File: src/kmt_pkg.sv
// Package for the keyed minimum tracker table: sizes, operation codes and
// the token that travels along the cell chain. No dependencies.
package kmt_pkg;

    localparam int ENTRIES   = 16;
    localparam int THREAD_W  = 16;
    localparam int JOB_W     = 64;
    localparam int FILE_W    = 64;
    localparam int OCC_W     = 5;
    localparam int CNT_RAW_W = $clog2(ENTRIES + 1);
    localparam int CNT_W     = (CNT_RAW_W > OCC_W) ? CNT_RAW_W : OCC_W;

    localparam logic [FILE_W-1:0] FILE_ALL_ONES = {FILE_W{1'b1}};

    typedef enum logic {
        FUNC_INSERT = 1'b0,
        FUNC_REMOVE = 1'b1
    } t_func;

    typedef enum logic [1:0] {
        ST_IDLE,
        ST_MATCH,
        ST_SWEEP
    } t_state;

    typedef struct packed {
        logic              active;
        logic              placed;
        logic [FILE_W-1:0] least;
        logic [CNT_W-1:0]  count;
    } t_tok;

endpackage

File: src/kmt_cell.sv
// One table slot of the tracker chain: holds a key and file number, applies
// the passing operation token and forwards it. Depends on kmt_pkg.
module kmt_cell
    import kmt_pkg::*;
(
    input  logic                i_clk,
    input  logic                i_rst_n,
    input  t_func               i_func,
    input  logic                i_hit,
    input  logic [THREAD_W-1:0] i_thread,
    input  logic [JOB_W-1:0]    i_job,
    input  logic [FILE_W-1:0]   i_file,
    input  t_tok                i_tok,
    output t_tok                o_tok,
    output logic                o_match
);

    logic                r_valid;
    logic [THREAD_W-1:0] r_thread;
    logic [JOB_W-1:0]    r_job;
    logic [FILE_W-1:0]   r_file;
    t_tok                r_tok;

    logic                n_valid;
    t_tok                n_tok;
    logic                write_here;
    logic                clear_here;
    logic [FILE_W-1:0]   file_eff;

    assign o_match = r_valid && (r_thread == i_thread) && (r_job == i_job);

    always_comb begin
        write_here = i_tok.active && (i_func == FUNC_INSERT) && !i_hit
                     && !i_tok.placed && !r_valid;
        clear_here = i_tok.active && (i_func == FUNC_REMOVE) && o_match;
        if (write_here) begin
            n_valid = 1'b1;
        end else if (clear_here) begin
            n_valid = 1'b0;
        end else begin
            n_valid = r_valid;
        end
        file_eff     = write_here ? i_file : r_file;
        n_tok.active = i_tok.active;
        n_tok.placed = i_tok.placed | write_here;
        n_tok.count  = i_tok.count + CNT_W'(n_valid);
        n_tok.least  = (n_valid && (file_eff < i_tok.least)) ? file_eff : i_tok.least;
    end

    always_ff @(posedge i_clk) begin
        if (!i_rst_n) begin
            r_valid <= 1'b0;
            r_tok   <= '0;
        end else begin
            r_valid <= n_valid;
            r_tok   <= n_tok;
        end
    end

    always_ff @(posedge i_clk) begin
        if (write_here) begin
            r_thread <= i_thread;
            r_job    <= i_job;
            r_file   <= i_file;
        end
    end

    assign o_tok = r_tok;

endmodule

File: config.mk
export PLATFORM = sky130hd
export DESIGN_NAME = kmt_cell
export DESIGN_NICKNAME = d
export VERILOG_FILES = /design/src/kmt_pkg.sv /design/src/kmt_cell.sv
export SDC_FILE = /design/constraint.sdc
export NUM_CORES = 1
export LEC_CHECK = 0
export ABC_AREA = 0
export BUFFER_PORTS_ARGS = -buffer_cell sky130_fd_sc_hd__buf_2
export CELL_PAD_IN_SITES_DETAIL_PLACEMENT = 1
export CELL_PAD_IN_SITES_GLOBAL_PLACEMENT = 2
export CORE_ASPECT_RATIO = 0.7
export CORE_MARGIN = 4
export CORE_UTILIZATION = 33
export DETAILED_ROUTE_END_ITERATION = 7
export GPL_TIMING_DRIVEN = 0
export PLACE_DENSITY = 0.83
export REMOVE_ABC_BUFFERS = 1
export SYNTH_ARGS = -nofsm -noshare
export SYNTH_HDL_FRONTEND = slang
export SYNTH_SLANG_ARGS = --single-unit
File: constraint.sdc
create_clock -name i_clk -period 9.28 [get_ports i_clk]
set_input_delay 1.392 -clock i_clk [delete_from_list [all_inputs] [get_ports i_clk]]
set_output_delay 1.392 -clock i_clk [all_outputs]
set_load 0.03 [all_outputs]
==> out/results.txt <==
Overall power of the completed layout: 2.64 mW
Nets: 1,454
Peak VDD IR: 0.112 mV
CTS clock-pin slew for the worst setup and hold paths: 0.06 ns
Worst-Margin Slew: 0.829 ns
First-pass GRT wire length: 44,300 µm
Gpl congestion: 0.804
Core Region: 29,300 µm²
CP Cell Sequence: buf_2 > or4b_4 > nor2_4 > buf_16 > buf_12 > mux2_2 > ha_1 > nand4_1 > or4_1 > a211o_1 > a211oi_2 > o2111ai_2 > nand4_4 > buf_16 > mux2i_1
Fraction of synthesized area in multiplexers: 13.5%
Post-synthesis adder-cell area fraction: 8.16%
Synth Warn #: 0
Syn Inst Count: 874
Reg2reg start: r_valid$_SDFF_PN0_
Post-CTS Setup Bufs: 0
R2R Setup Slk: 4.58 ns
Worst hold stages: 1
Synth Cell Area: 9970 µm²
R2R depth: 13
Router iterations before antenna repair: 4
Fraction of the mapped netlist area in compound gates: 5.15%
Max-slew headroom: 44.2%
Status: finished, final reports clean
Drt wl/cell: 17.8 µm
Largest net degree at the start of global routing: 87
Post_cts resized: 0
Post-synthesis register bit count: 216
Cell variety after synth: 52
CTS tree: done
Cell Pwr Density: 207 nW/µm²
Die span in y: 153 µm
P_leak: 6.11 nW
H-tree Lvls: 1
CP startpoint kind: primary input
Die Area: 33,100 µm²
Post-route DRC: 0
Gr usage total: 16.7%
Root Driver: clkbuf_16
Row count: 52
Die span in x: 216 µm
CP most frequent cell: buf_16
Share of layout cells above drive strength 1: 34.7%
Max Buffers Root-to-Sink: 3
Worst-Skew Late Latency: 0.54 ns
Fin crit share: 63.0%
Slowest Stage Delay on Critical Path: 0.71 ns
Most frequent cells in the layout: buf_2 (289), nand2_1 (136), dfxtp_1 (136), edfxtp_1 (80), inv_1 (74)
Synth-to-Final Area Change: 27.8%
Xor/xnor share of the synthesized area: 5.62%
Final-report setup violation count: 0
Slowest stage cell on the critical path: or4_1
Worst setup EP type: register
Hold Path Sink: r_file[4]$_DFF_P_
Via Count: 7,449
Starting Density: 34.0%
Sink Count: 216
Setup ws final: 3.43 ns
Worst setup path class: primary input to register
WP data arrival: 6.29 ns
Max cap viols: 0
Final hold violation count: 0
Post-DP HPWL: 21,900 µm
Synth Area in Simple Gates: 11.0%
R2R Path End: o_tok[23]$_SDFF_PN0_
HP Start: r_file[4]$_DFF_P_
Dpl ws: 2.78 ns
Final number of max-transition violations: 0
Total gr overflow: 0
Tmin final: 5.85 ns
Ys flop type: dfxtp_1
Port Buffer Count: 290
EDFF count, synth: 80
Post-route ant nets: 0
Sequential share of the synthesized area: 51.4%
CTS Hold Bufs: 0
Largest family of logic cells by synthesized area: multiplexers
Via density per instance: 4.67
Mean Syn Cell Area: 11.4 µm²
Iteration-0 DRC count of the detailed router: 404
Max Clock Freq: 171 MHz
Worst Path Required: 9.72 ns
Commonest non-fill, non-tap cell in the layout: buf_2
Ports: 291
Worst-path fanout max: 30
Vias in the first global route: 7,892
Async SR Flop Fraction: 0%
Drt total wl: 28,400 µm
CTS Buf Count: 25
Initial antenna violation count: 8
Worst hold path type: register to register
Fin Clk Skew: 0.0252 ns
RSZ-0062 raised after global routing: no
## how the worst max path moves through the flow
stage               start              endpoint  slack (ns)
floorplan           i_hit  o_tok[10]$_SDFF_PN0_       -2.88
global placement    i_hit  o_tok[55]$_SDFF_PN0_       -8.74
detailed placement  i_hit  o_tok[40]$_SDFF_PN0_        2.78
CTS                 i_hit  o_tok[26]$_SDFF_PN0_        3.34
global route        i_hit  o_tok[26]$_SDFF_PN0_        3.02
finish              i_hit  o_tok[23]$_SDFF_PN0_        3.43
## cells in the mapped netlist, types with 2 or more instances
cell | instances | area, µm²
nor3_1 | 5 | 25.0
o21ai_0 | 12 | 60.1
a21o_1 | 9 | 67.6
edfxtp_1 | 80 | 2400
mux2i_1 | 64 | 641
mux2_2 | 63 | 709
xor2_1 | 35 | 307
o21a_1 | 4 | 30.0
and2_1 | 6 | 37.5
a2111oi_0 | 3 | 26.3
buf_2 | 5 | 25.0
nor2_1 | 7 | 26.3
o22ai_1 | 2 | 12.5
o2111a_1 | 2 | 22.5
a221oi_1 | 4 | 35.0
clkbuf_1 | 16 | 60.1
a21oi_1 | 17 | 85.1
nor4_2 | 3 | 37.5
nand4_1 | 20 | 125
ha_1 | 65 | 813
and3_1 | 2 | 12.5
buf_12 | 7 | 140
nand2b_1 | 13 | 81.3
o2111ai_1 | 4 | 35.0
dfxtp_1 | 136 | 2720
or4_1 | 2 | 15.0
a211oi_1 | 4 | 30.0
nand3_1 | 5 | 25.0
nand2_1 | 136 | 510
o211ai_1 | 4 | 30.0
xnor2_1 | 29 | 254
o221ai_1 | 2 | 17.5
and4_1 | 3 | 26.3
nor2b_1 | 8 | 50.1
nor4_1 | 7 | 43.8
inv_1 | 74 | 278
## through the flow
step | setup TNS (ns) | cells | hold slack, ns | utilization [%] | instance area, µm²
after floorplan | -184.25 | 845 | 0.467 | - | 9740
final | 0 | 1596 | 0.494 | 43.4 | 12700
after global placement | -1038.34 | 1540 | 0.475 | 39.9 | 11700
after CTS | 0 | 1594 | 0.497 | 43.4 | 12700
after global routing | 0 | 1594 | 0.509 | 43.4 | 12700
after detailed placement | 0 | 1548 | 0.482 | 40.5 | 11900
## layer usage
metal / GRT usage (%) / up-vias / routed length [µm]
li1: - / 3641 / -
met1: 23.4 / 3580 / 13800
met2: 26.3 / 171 / 12600
met3: 4.84 / 43 / 1600
met4: 2.36 / 14 / 415
met5: 0 / - / 91
## flip-flops by register name, indices dropped and copies added, names as in the netlist
register  count
r_file       64
r_job        64
o_tok        71
r_valid       1
r_thread     16
## power by group
part / switching [mW] / total [mW] / leakage (nW) / internal [mW]
clock network: 0.414 / 1.02 / 0.405 / 0.604
registers: 0.0239 / 1.10 / 1.87 / 1.08
logic: 0.288 / 0.513 / 3.84 / 0.225
## logic make-up after synthesis
group,after synthesis
xor+xnor,64
fa+ha+maj,65
flops,216
simple gates,226
mux,127
compound gates,73
buf+inv,103
## layout make-up
cell class,count,area (µm²)
inverter,74,278
clock inverter,14,158
timing repair buffer,298,1640
tap,405,507
fill,3319,16600
multi-input combinational,555,4350
clock buffer,32,682
antenna,2,5.00
sequential,216,5120
## worst max-delay path, delay by kind of cell
family / cells / cell delay [ns]
AOI/OAI and AO/OA: 3 / 0.73
and+or+nand+nor: 5 / 2.35
adders and majority gates: 1 / 0.30
buffers and inverters: 4 / 0.85
muxes: 2 / 0.62
Note: power is estimated with default switching activity, not from simulation.
